File: src/hw/rtl/opbi_pkg.sv
package opbi_pkg;

    localparam logic [1:0] CFG_MODE  = 2'd0;
    localparam logic [1:0] CFG_WORDS = 2'd1;
    localparam logic [1:0] CFG_BITS  = 2'd2;

    localparam logic MODE_SEND = 1'b0;
    localparam logic MODE_RECV = 1'b1;

    localparam int STORE_W = 8;

    typedef struct packed {
        logic       mode;
        logic [3:0] wc_m1;
        logic [2:0] db;
        logic [2:0] db_m1;
    } cfg_t;

    typedef struct packed {
        logic [3:0] word;
        logic [2:0] pos;
        logic       bit_val;
        logic       blk_end;
    } q_item_t;

endpackage

File: src/hw/rtl/opbi_front.sv
module opbi_front
    import opbi_pkg::*;
#(
    parameter int WIDX = 3
) (
    input  logic    clk,
    input  logic    rst_n,
    input  cfg_t    cfg,
    input  logic    cfg_clear,
    input  logic    start,
    input  logic    bit_in,
    input  logic    q_full,
    output logic    busy,
    output logic    push,
    output q_item_t push_item
);

    logic [WIDX-1:0] w_reg;
    logic [WIDX-1:0] w_next;
    logic [2:0]      pos_reg;
    logic [2:0]      pos_next;
    logic            w_last;
    logic            blk_end;

    assign busy   = q_full;
    assign push   = start && !q_full;
    assign w_last = (w_reg == cfg.wc_m1[WIDX-1:0]);

    always_comb
    begin
        w_next   = w_reg;
        pos_next = pos_reg;
        if (cfg.mode == MODE_SEND)
        begin
            blk_end = w_last && (pos_reg == cfg.db_m1);
            if (pos_reg == cfg.db_m1)
            begin
                pos_next = '0;
                w_next   = w_reg + 1'b1;
            end
            else
            begin
                pos_next = pos_reg + 3'd1;
            end
        end
        else
        begin
            blk_end = w_last && (pos_reg == cfg.db);
            if (w_last)
            begin
                w_next   = '0;
                pos_next = pos_reg + 3'd1;
            end
            else
            begin
                w_next = w_reg + 1'b1;
            end
        end
        if (blk_end)
        begin
            w_next   = '0;
            pos_next = '0;
        end
    end

    assign push_item.word    = 4'(w_reg);
    assign push_item.pos     = pos_reg;
    assign push_item.bit_val = bit_in;
    assign push_item.blk_end = blk_end;

    always_ff @(posedge clk or negedge rst_n)
    begin
        if (!rst_n)
        begin
            w_reg   <= '0;
            pos_reg <= '0;
        end
        else if (cfg_clear)
        begin
            w_reg   <= '0;
            pos_reg <= '0;
        end
        else if (push)
        begin
            w_reg   <= w_next;
            pos_reg <= pos_next;
        end
    end

endmodule

File: src/hw/rtl/opbi_queue.sv
module opbi_queue
    import opbi_pkg::*;
(
    input  logic    clk,
    input  logic    rst_n,
    input  logic    push,
    input  q_item_t push_item,
    input  logic    pop,
    output logic    empty,
    output logic    full,
    output q_item_t head
);

    q_item_t    slot_reg [2];
    logic       wr_ptr_reg;
    logic       rd_ptr_reg;
    logic [1:0] count_reg;
    logic [1:0] count_next;
    logic       do_push;
    logic       do_pop;

    assign empty   = (count_reg == 2'd0);
    assign full    = (count_reg == 2'd2);
    assign head    = slot_reg[rd_ptr_reg];
    assign do_push = push && !full;
    assign do_pop  = pop && !empty;

    always_comb
    begin
        count_next = count_reg;
        if (do_push && !do_pop)
        begin
            count_next = count_reg + 2'd1;
        end
        else if (do_pop && !do_push)
        begin
            count_next = count_reg - 2'd1;
        end
    end

    always_ff @(posedge clk)
    begin
        if (do_push)
        begin
            slot_reg[wr_ptr_reg] <= push_item;
        end
    end

    always_ff @(posedge clk or negedge rst_n)
    begin
        if (!rst_n)
        begin
            wr_ptr_reg <= 1'b0;
            rd_ptr_reg <= 1'b0;
            count_reg  <= 2'd0;
        end
        else
        begin
            if (do_push)
            begin
                wr_ptr_reg <= !wr_ptr_reg;
            end
            if (do_pop)
            begin
                rd_ptr_reg <= !rd_ptr_reg;
            end
            count_reg <= count_next;
        end
    end

endmodule

File: src/hw/rtl/opbi_back.sv
module opbi_back
    import opbi_pkg::*;
#(
    parameter int WORDS_MAX = 8,
    parameter int WIDX      = 3
) (
    input  logic       clk,
    input  logic       rst_n,
    input  cfg_t       cfg,
    input  logic       q_empty,
    input  q_item_t    head,
    output logic       pop,
    output logic       out_valid,
    output logic       bit_out,
    output logic [7:0] word_value,
    output logic       parity_error,
    output logic       last
);

    localparam logic ST_LOAD = 1'b0;
    localparam logic ST_EMIT = 1'b1;

    logic [STORE_W-1:0] store_reg [WORDS_MAX];
    logic               state_reg;
    logic               state_next;
    logic [WIDX-1:0]    j_reg;
    logic [WIDX-1:0]    j_next;
    logic [2:0]         i_reg;
    logic [2:0]         i_next;
    logic               out_valid_reg;
    logic               bit_out_reg;
    logic [7:0]         word_value_reg;
    logic               parity_error_reg;
    logic               last_reg;

    logic [STORE_W-1:0] entry;
    logic [STORE_W-1:0] mask_data;
    logic [STORE_W-1:0] mask_full;
    logic               odd_par;
    logic               even_full;
    logic [7:0]         rev_word;
    logic               j_last;
    logic               emit_last;
    logic               emit_bit;

    assign entry     = store_reg[j_reg];
    assign mask_data = STORE_W'((9'd1 << cfg.db) - 9'd1);
    assign mask_full = STORE_W'((9'd1 << (4'(cfg.db) + 4'd1)) - 9'd1);
    assign odd_par   = ~^(entry & mask_data);
    assign even_full = ~^(entry & mask_full);
    assign j_last    = (j_reg == cfg.wc_m1[WIDX-1:0]);
    assign emit_bit  = (i_reg == cfg.db) ? odd_par : entry[i_reg];
    assign emit_last = (cfg.mode == MODE_SEND) ? (j_last && (i_reg == cfg.db)) : j_last;
    assign pop       = (state_reg == ST_LOAD) && !q_empty;

    always_comb
    begin
        for (int k = 0; k < 8; k++)
        begin
            if (3'(k) <= cfg.db)
            begin
                rev_word[k] = entry[3'(cfg.db - 3'(k))];
            end
            else
            begin
                rev_word[k] = 1'b0;
            end
        end
    end

    always_comb
    begin
        state_next = state_reg;
        j_next     = j_reg;
        i_next     = i_reg;
        unique case (state_reg)
            ST_LOAD:
            begin
                if (pop && head.blk_end)
                begin
                    state_next = ST_EMIT;
                    j_next     = '0;
                    i_next     = '0;
                end
            end
            ST_EMIT:
            begin
                if (emit_last)
                begin
                    state_next = ST_LOAD;
                end
                else if (j_last)
                begin
                    j_next = '0;
                    i_next = i_reg + 3'd1;
                end
                else
                begin
                    j_next = j_reg + 1'b1;
                end
            end
            default:
            begin
                state_next = ST_LOAD;
            end
        endcase
    end

    always_ff @(posedge clk)
    begin
        if (pop)
        begin
            store_reg[head.word[WIDX-1:0]][head.pos] <= head.bit_val;
        end
    end

    always_ff @(posedge clk)
    begin
        if (state_reg == ST_EMIT)
        begin
            if (cfg.mode == MODE_SEND)
            begin
                bit_out_reg      <= emit_bit;
                word_value_reg   <= '0;
                parity_error_reg <= 1'b0;
            end
            else
            begin
                bit_out_reg      <= 1'b0;
                word_value_reg   <= rev_word;
                parity_error_reg <= even_full;
            end
            last_reg <= emit_last;
        end
    end

    always_ff @(posedge clk or negedge rst_n)
    begin
        if (!rst_n)
        begin
            state_reg     <= ST_LOAD;
            j_reg         <= '0;
            i_reg         <= '0;
            out_valid_reg <= 1'b0;
        end
        else
        begin
            state_reg     <= state_next;
            j_reg         <= j_next;
            i_reg         <= i_next;
            out_valid_reg <= (state_reg == ST_EMIT);
        end
    end

    assign out_valid    = out_valid_reg;
    assign bit_out      = bit_out_reg;
    assign word_value   = word_value_reg;
    assign parity_error = parity_error_reg;
    assign last         = last_reg;

    a_valid_from_emit: assert property (@(posedge clk) disable iff (!rst_n)
        out_valid_reg |-> $past(state_reg == ST_EMIT))
        else $error("result without emit phase");

    a_no_pop_in_emit: assert property (@(posedge clk) disable iff (!rst_n)
        (state_reg == ST_EMIT) |-> !pop)
        else $error("queue popped during emit");

    a_last_ends_emit: assert property (@(posedge clk) disable iff (!rst_n)
        (out_valid_reg && last_reg) |-> (state_reg == ST_LOAD))
        else $error("emit continues after last item");

endmodule

File: src/hw/rtl/odd_parity_block_interleaver.sv
// Serial odd-parity block interleaver. Send mode takes word_count words of data_bits bits,
// row by row, one bit per item, and then emits word_count*(data_bits+1) bits in column order
// with an odd parity bit per word as the last column. Receive mode takes such a column-order
// stream and, after the last bit, emits one item per word with the rebuilt word (first bit
// most significant, parity last) and parity_error set on even parity. Items are accepted one
// per cycle into a two-entry queue in front of the bit store; busy rises when that queue is
// full. Once a block is complete the store is read out one result per cycle, and no new bit
// enters the store meanwhile. Each result is on the ports for one cycle with out_valid high
// and cannot be held off; last marks the final result of a block. Configuration writes are
// taken at any time (cfg_ready is always high), belong only to idle periods, and, for the
// three defined register indices, restart block loading.
module odd_parity_block_interleaver
    import opbi_pkg::*;
#(
    parameter int WORDS_MAX = 8,
    parameter int BITS_MAX  = 7
) (
    input  logic       clk,
    input  logic       rst_n,
    input  logic       start,
    output logic       busy,
    input  logic       bit_in,
    output logic       out_valid,
    output logic       bit_out,
    output logic [7:0] word_value,
    output logic       parity_error,
    output logic       last,
    input  logic       cfg_valid,
    output logic       cfg_ready,
    input  logic [1:0] cfg_index,
    input  logic [3:0] cfg_data
);

    localparam int WIDX = (WORDS_MAX > 1) ? $clog2(WORDS_MAX) : 1;

    logic       mode_reg;
    logic [3:0] word_count_reg;
    logic [2:0] data_bits_reg;
    logic [3:0] eff_words;
    logic [2:0] eff_bits;
    logic       cfg_clear;
    cfg_t       cfg;
    logic       push;
    q_item_t    push_item;
    logic       pop;
    logic       q_empty;
    logic       q_full;
    q_item_t    head;

    assign cfg_ready = 1'b1;
    assign cfg_clear = cfg_valid && (cfg_index <= CFG_BITS);

    always_comb
    begin
        priority if (word_count_reg == 4'd0)
        begin
            eff_words = 4'd1;
        end
        else if (32'(word_count_reg) > WORDS_MAX)
        begin
            eff_words = 4'(WORDS_MAX);
        end
        else
        begin
            eff_words = word_count_reg;
        end
        priority if (data_bits_reg == 3'd0)
        begin
            eff_bits = 3'd1;
        end
        else if (32'(data_bits_reg) > BITS_MAX)
        begin
            eff_bits = 3'(BITS_MAX);
        end
        else
        begin
            eff_bits = data_bits_reg;
        end
    end

    assign cfg.mode  = mode_reg;
    assign cfg.wc_m1 = eff_words - 4'd1;
    assign cfg.db    = eff_bits;
    assign cfg.db_m1 = eff_bits - 3'd1;

    always_ff @(posedge clk or negedge rst_n)
    begin
        if (!rst_n)
        begin
            mode_reg       <= MODE_SEND;
            word_count_reg <= 4'd8;
            data_bits_reg  <= 3'd7;
        end
        else if (cfg_valid)
        begin
            unique case (cfg_index)
                CFG_MODE:  mode_reg       <= cfg_data[0];
                CFG_WORDS: word_count_reg <= cfg_data;
                CFG_BITS:  data_bits_reg  <= cfg_data[2:0];
                default:   ;
            endcase
        end
    end

    opbi_front #(
        .WIDX(WIDX)
    ) u_front (
        .clk      (clk),
        .rst_n    (rst_n),
        .cfg      (cfg),
        .cfg_clear(cfg_clear),
        .start    (start),
        .bit_in   (bit_in),
        .q_full   (q_full),
        .busy     (busy),
        .push     (push),
        .push_item(push_item)
    );

    opbi_queue u_queue (
        .clk      (clk),
        .rst_n    (rst_n),
        .push     (push),
        .push_item(push_item),
        .pop      (pop),
        .empty    (q_empty),
        .full     (q_full),
        .head     (head)
    );

    opbi_back #(
        .WORDS_MAX(WORDS_MAX),
        .WIDX     (WIDX)
    ) u_back (
        .clk         (clk),
        .rst_n       (rst_n),
        .cfg         (cfg),
        .q_empty     (q_empty),
        .head        (head),
        .pop         (pop),
        .out_valid   (out_valid),
        .bit_out     (bit_out),
        .word_value  (word_value),
        .parity_error(parity_error),
        .last        (last)
    );

endmodule

File: config.mk
export PLATFORM = sky130hd
export DESIGN_NAME = odd_parity_block_interleaver
export DESIGN_NICKNAME = d
export VERILOG_FILES = /design/src/hw/rtl/opbi_pkg.sv /design/src/hw/rtl/opbi_front.sv /design/src/hw/rtl/opbi_queue.sv /design/src/hw/rtl/opbi_back.sv /design/src/hw/rtl/odd_parity_block_interleaver.sv
export SDC_FILE = /design/constraint.sdc
export NUM_CORES = 1
export LEC_CHECK = 0
export ABC_AREA = 0
export BUFFER_PORTS_ARGS = -buffer_cell sky130_fd_sc_hd__buf_4
export CORE_MARGIN = 1.5
export CORE_UTILIZATION = 60
export DETAILED_ROUTE_END_ITERATION = 7
export PLACE_DENSITY = 0.89
export SYNTH_ARGS = -nofsm -noshare
export SYNTH_HDL_FRONTEND = slang
export SYNTH_HIERARCHICAL = 1
export SYNTH_SLANG_ARGS = --single-unit
File: constraint.sdc
create_clock -name clk -period 6.85 [get_ports clk]
set_clock_uncertainty 0.2 [all_clocks]
set_input_delay 1.37 -clock clk [delete_from_list [all_inputs] [get_ports clk]]
set_output_delay 1.37 -clock clk [all_outputs]
set_load 0.05 [all_outputs]
## After elaboration in Yosys (flattened, before gate mapping)

Memory sizes are Yosys's and may differ from the RTL's.
Index checks and enable logic that the tools add are counted.

- Shift operators: 2
- Equal/unequal tests: 12
- Reduce and logical (&&, ||, !) cells: 42
- $add $sub $neg: 17
- Muxes and demuxes: 54
- Bitwise operators: 3
- $lt $le $gt $ge: 21

Operators with widths:

| operator | count |
|---|---|
| 3-bit two-way mux | 20 |
| 3-bit by 4-bit < comparator with 1-bit output, second input constant | 10 |
| 2-bit AND reduction | 14 |
| 1-bit binary-select mux with 3-bit select | 9 |
| 1-bit two-way mux | 18 |
| 8-bit bitwise AND | 2 |
| 8-bit XNOR reduction | 2 |
| 8-bit by 1-bit subtractor with 8-bit output, second input constant | 2 |
| 3-bit equality test | 5 |
| 3-bit by 1-bit adder with 3-bit output, second input constant | 4 |
| 3-bit less-or-equal comparator, first input constant | 4 |
| 1-bit logical AND | 12 |
| 3-bit one-hot mux with 2 select lines | 2 |
| 3-bit subtractor, second input constant | 4 |
| 8-bit two-way mux | 1 |
| 1-bit by 3-bit << shifter with 8-bit output, first input constant | 1 |
| 1-bit by 4-bit << shifter with 8-bit output, first input constant | 1 |
| 1-bit by 3-bit less-or-equal comparator with 1-bit output, first input constant | 2 |
| 2-bit by 3-bit less-or-equal comparator with 1-bit output, first input constant | 2 |
| 1-bit zero test | 6 |
| 2-bit inequality test, second input constant | 3 |
| 3-bit by 1-bit subtractor with 3-bit output, second input constant | 2 |
| 3-bit by 2-bit subtractor with 3-bit output, second input constant | 2 |
| 3-bit by 1-bit adder with 4-bit output, second input constant | 1 |
| 18 further kinds | 22 |

- Bits in registers: 37
- Memories kept: 2
- RAM bits: 80
- Bits of input ports: 11

Memories:

| name | words | width | read ports | clocked after memory_dff | write ports | line | text |
|---|---|---|---|---|---|---|---|
| u_back.store_reg | 8 | 8 | 1 | 0 | 1 | opbi_back.sv:23 | `logic [STORE_W-1:0] store_reg [WORDS_MAX];` |
| u_queue.slot_reg | 2 | 8 | 1 | 0 | 1 | opbi_queue.sv:14 | `q_item_t slot_reg [2];` |

## Longest topological paths before layout

- Depth after elaboration: 10
- Depth in mapped cells: 15

## Cells and area by module

Netlist, hierarchy kept.

By module, submodules not included:

| module | area each (um2) | cells an instance | instances |
|---|---|---|---|
| opbi_back | 4,929.7 | 424 | 1 |
| opbi_queue | 853.3 | 47 | 1 |
| opbi_front | 510.5 | 56 | 1 |
| odd_parity_block_interleaver | 439.2 | 39 | 1 |

## Worst setup path after synthesis

OpenSTA, ideal clock, no wires.

- Kind: register to register
- Start: register data_bits_reg[2]
- End: register u_back.parity_error_reg, in the netlist u_back/parity_error, data pin
- Clock period less this slack: 3.935 ns
- Cell stages (with the launch flop): 16
- Required time: 6.395 ns
- Setup slack: 2.915 ns
- Path buffers: 4
- Data arrival time: 3.480 ns
- Cell sequence: dfstp_2 clkbuf_1 clkbuf_1 buf_4 inv_1 ha_1 clkbuf_1 nand3_1 ha_1 nand3b_1 a21o_1 a21oi_1 xnor2_1 xnor3_1 xnor2_1 and2_1

RTL lines:

| what | line | text |
|---|---|---|
| from (decl) | odd_parity_block_interleaver.sv:38 | `logic [2:0] data_bits_reg;` |
| from (signal assigned) | odd_parity_block_interleaver.sv:99 | `CFG_BITS: data_bits_reg <= cfg_data[2:0];` |
| to (signal assigned) | opbi_back.sv:131 | `parity_error_reg <= even_full;` |
| to (decl) | opbi_back.sv:33 | `logic parity_error_reg;` |

==> impl_results.md <==
- Hold path cells: 1
- Most used cells in the layout excluding fill and tap cells: edfxtp_1 (91), nor2_1 (89), nand2_1 (41), xnor2_1 (26), o21ai_0 (26)
- RR Endpoint: u_back/parity_error
- R2r startpoint: data_bits_reg[2]
- DR WL/cell: 20.00 um
- Clock Power Share: 24.1%
- IO Pins: 25
- DRC violations left: 0
- Reg2Reg Setup Slack: 2.37 ns
- Syn Std Cell Area: 0.006646 mm2
- Overall power: 3.591 mW
- Outcome: finished, final reports clean
- DR vias: 4658
- Crit Path Category: flop to flop
- Syn-to-layout area delta: 11.24%
- Clock-pin slew on the worst setup and hold paths: 0.06 ns
- DRT iter0 DRCs: 432
- CORE AREA: 0.01084 mm2
- Root buf cell: clkbuf_8
- Switching pwr: 1.412 mW
- Syn. warnings: 6
- Max-cap viol count: 0
- GRT Total Usage: 26.15%
- Total Nets Final: 605
- Switching part of the total: 39.31%
- Syn nets: 593
- CTS sink cnt: 117
- Tcrit/Tclk final: 65.44%
- Hpwl dp: 9026 um
- Die Y: 108.3 um
- Min Hold Slack: 0.3227 ns
- Critical path endpoint: u_back/parity_error
- Final Setup Violations: 0
- # rows: 38
- Worst path arrival time: 4.56 ns
- Vias per cell: 6.425
- CP startpoint: data_bits_reg[2]
- Full die area: 0.01172 mm2
- Register share of total power: 31.6%
- CTS Buffer Depth: 2
- Placed insts: 693
- Largest register FFs: 64
- Worst setup SP type: flop
- Critical path endpoint category: flop
- Routability Congestion: 0.8591
- Commonest non-fill, non-tap cell in the layout: edfxtp_1
- Least-Margin Pin Slew: 0.8374 ns
- Comb pwr share: 44.3%
- Final Hold Fails: 0
- Total CTS buffers: 17
- CTS tree: yes
- Worst slew margin: 44.17%
- Initial antenna violation count: 0
- Tightest Hold Check Type: flop to flop
- Avg Inst Size Synth: 11.87 um2
- H-tree depth: 4
- Ratio of cells with drive above 1 in the final layout: 17.44%
- Hold buffer count at cts: 0
- Cell Count, Final, Fillers Out: 725
- Chip width: 108.3 um
- Largest net degree at the start of global routing: 65
- Leak: 2.717 nW
- Reg2Reg Depth: 13
- Number of setup buffers added after CTS: 0
- Post-Route Setup TNS: 0 ns
- Drt pass-1 iters: 5
- Gates resized, CTS repair: 0
- Routed wire length: 14500 um
- Post-Syn Instances: 560
- Worst VDD drop: 0.0002455 V
- RSZ-0062 raised after global routing: no
- I/O Buffers: 23
- Worst EP required: 6.93 ns
- Clock Latency Late Sink: 0.52 ns
- Final Max Slew Viols: 0
- Fillcell total: 699
- Post-layout minimum cycle time: 4.482 ns
- Critical Path Fanout Max: 23
- First-pass GRT wire length: 22920 um
- Total gr overflow: 0
- Initial core utilization: 61.31%
- Final antenna-violating net count: 0
- P_int: 2.180 mW
- Antenna diodes: 0
- Vias in the first global route: 4615
- Pwr Density: 485.7 mW/mm2
- FMAX: 223.1 MHz
==> metrics by stage <==
step / worst slack, ns / cell area [um2] / utilization [%]
finish: 2.368 / 7393 / 68.20
global route: 2.091 / 7393 / 68.20
CTS: 2.411 / 7393 / 68.20
detailed placement: 2.425 / 6814 / 62.86
global placement: 2.628 / 6814 / 62.86
floorplan: 2.915 / 6646 / -
==> worst max-delay path, cell delays in order, from the launching register on <==
cell	delay (ns)
dfstp_2	0.80
nor2_1	0.13
or2_2	0.46
ha_1	0.28
ha_1	0.54
nand3_1	0.17
ha_1	0.30
nand3b_1	0.21
a21o_1	0.24
a21oi_1	0.19
xor2_1	0.18
xnor3_1	0.25
xnor2_1	0.14
and2_1	0.16
==> area by class of cell <==
type                       count  area, um2  area share, %
clock buffer                  18      417.9          5.652
clock inverter                14      161.4          2.183
inverter                      20      75.07          1.015
multi-input combinational    391       2988          40.41
sequential                   117       3388          45.83
tap                          140      175.2          2.369
timing repair buffer          25      187.7          2.539
==> power groups by stage <==
stage          Combinational, mW  Sequential [mW]  Clock, mW
4_1_cts                     1.56             1.13      0.878
6_report                    1.59             1.13      0.867
3_5_place_dp                1.54             1.14          0
2_1_floorplan               1.21             1.15          0
3_3_place_gp                1.47             1.13          0
5_1_grt                     1.69             1.15      0.908
==> worst min path at each step <==
stage	start	slack [ns]	endpoint
2_1_floorplan	word_count_reg[0]	0.28	word_count_reg[0]
3_3_place_gp	word_count_reg[0]	0.29	word_count_reg[0]
3_5_place_dp	word_count_reg[0]	0.30	word_count_reg[0]
4_1_cts	word_count_reg[0]	0.32	word_count_reg[0]
5_1_grt	u_queue/wr_ptr_reg	0.35	u_queue/wr_ptr_reg
6_report	word_count_reg[0]	0.32	word_count_reg[0]
==> routing by layer <==
metal / vias up / track usage [%] / wire (um)
met5: - / 0 / 0
met2: 229 / 43.94 / 7299
met3: 46 / 5.726 / 996
met1: 2329 / 32.50 / 5847
met4: 0 / 11.75 / 358
li1: 2054 / - / -
(Power assumes the default switching activity.)
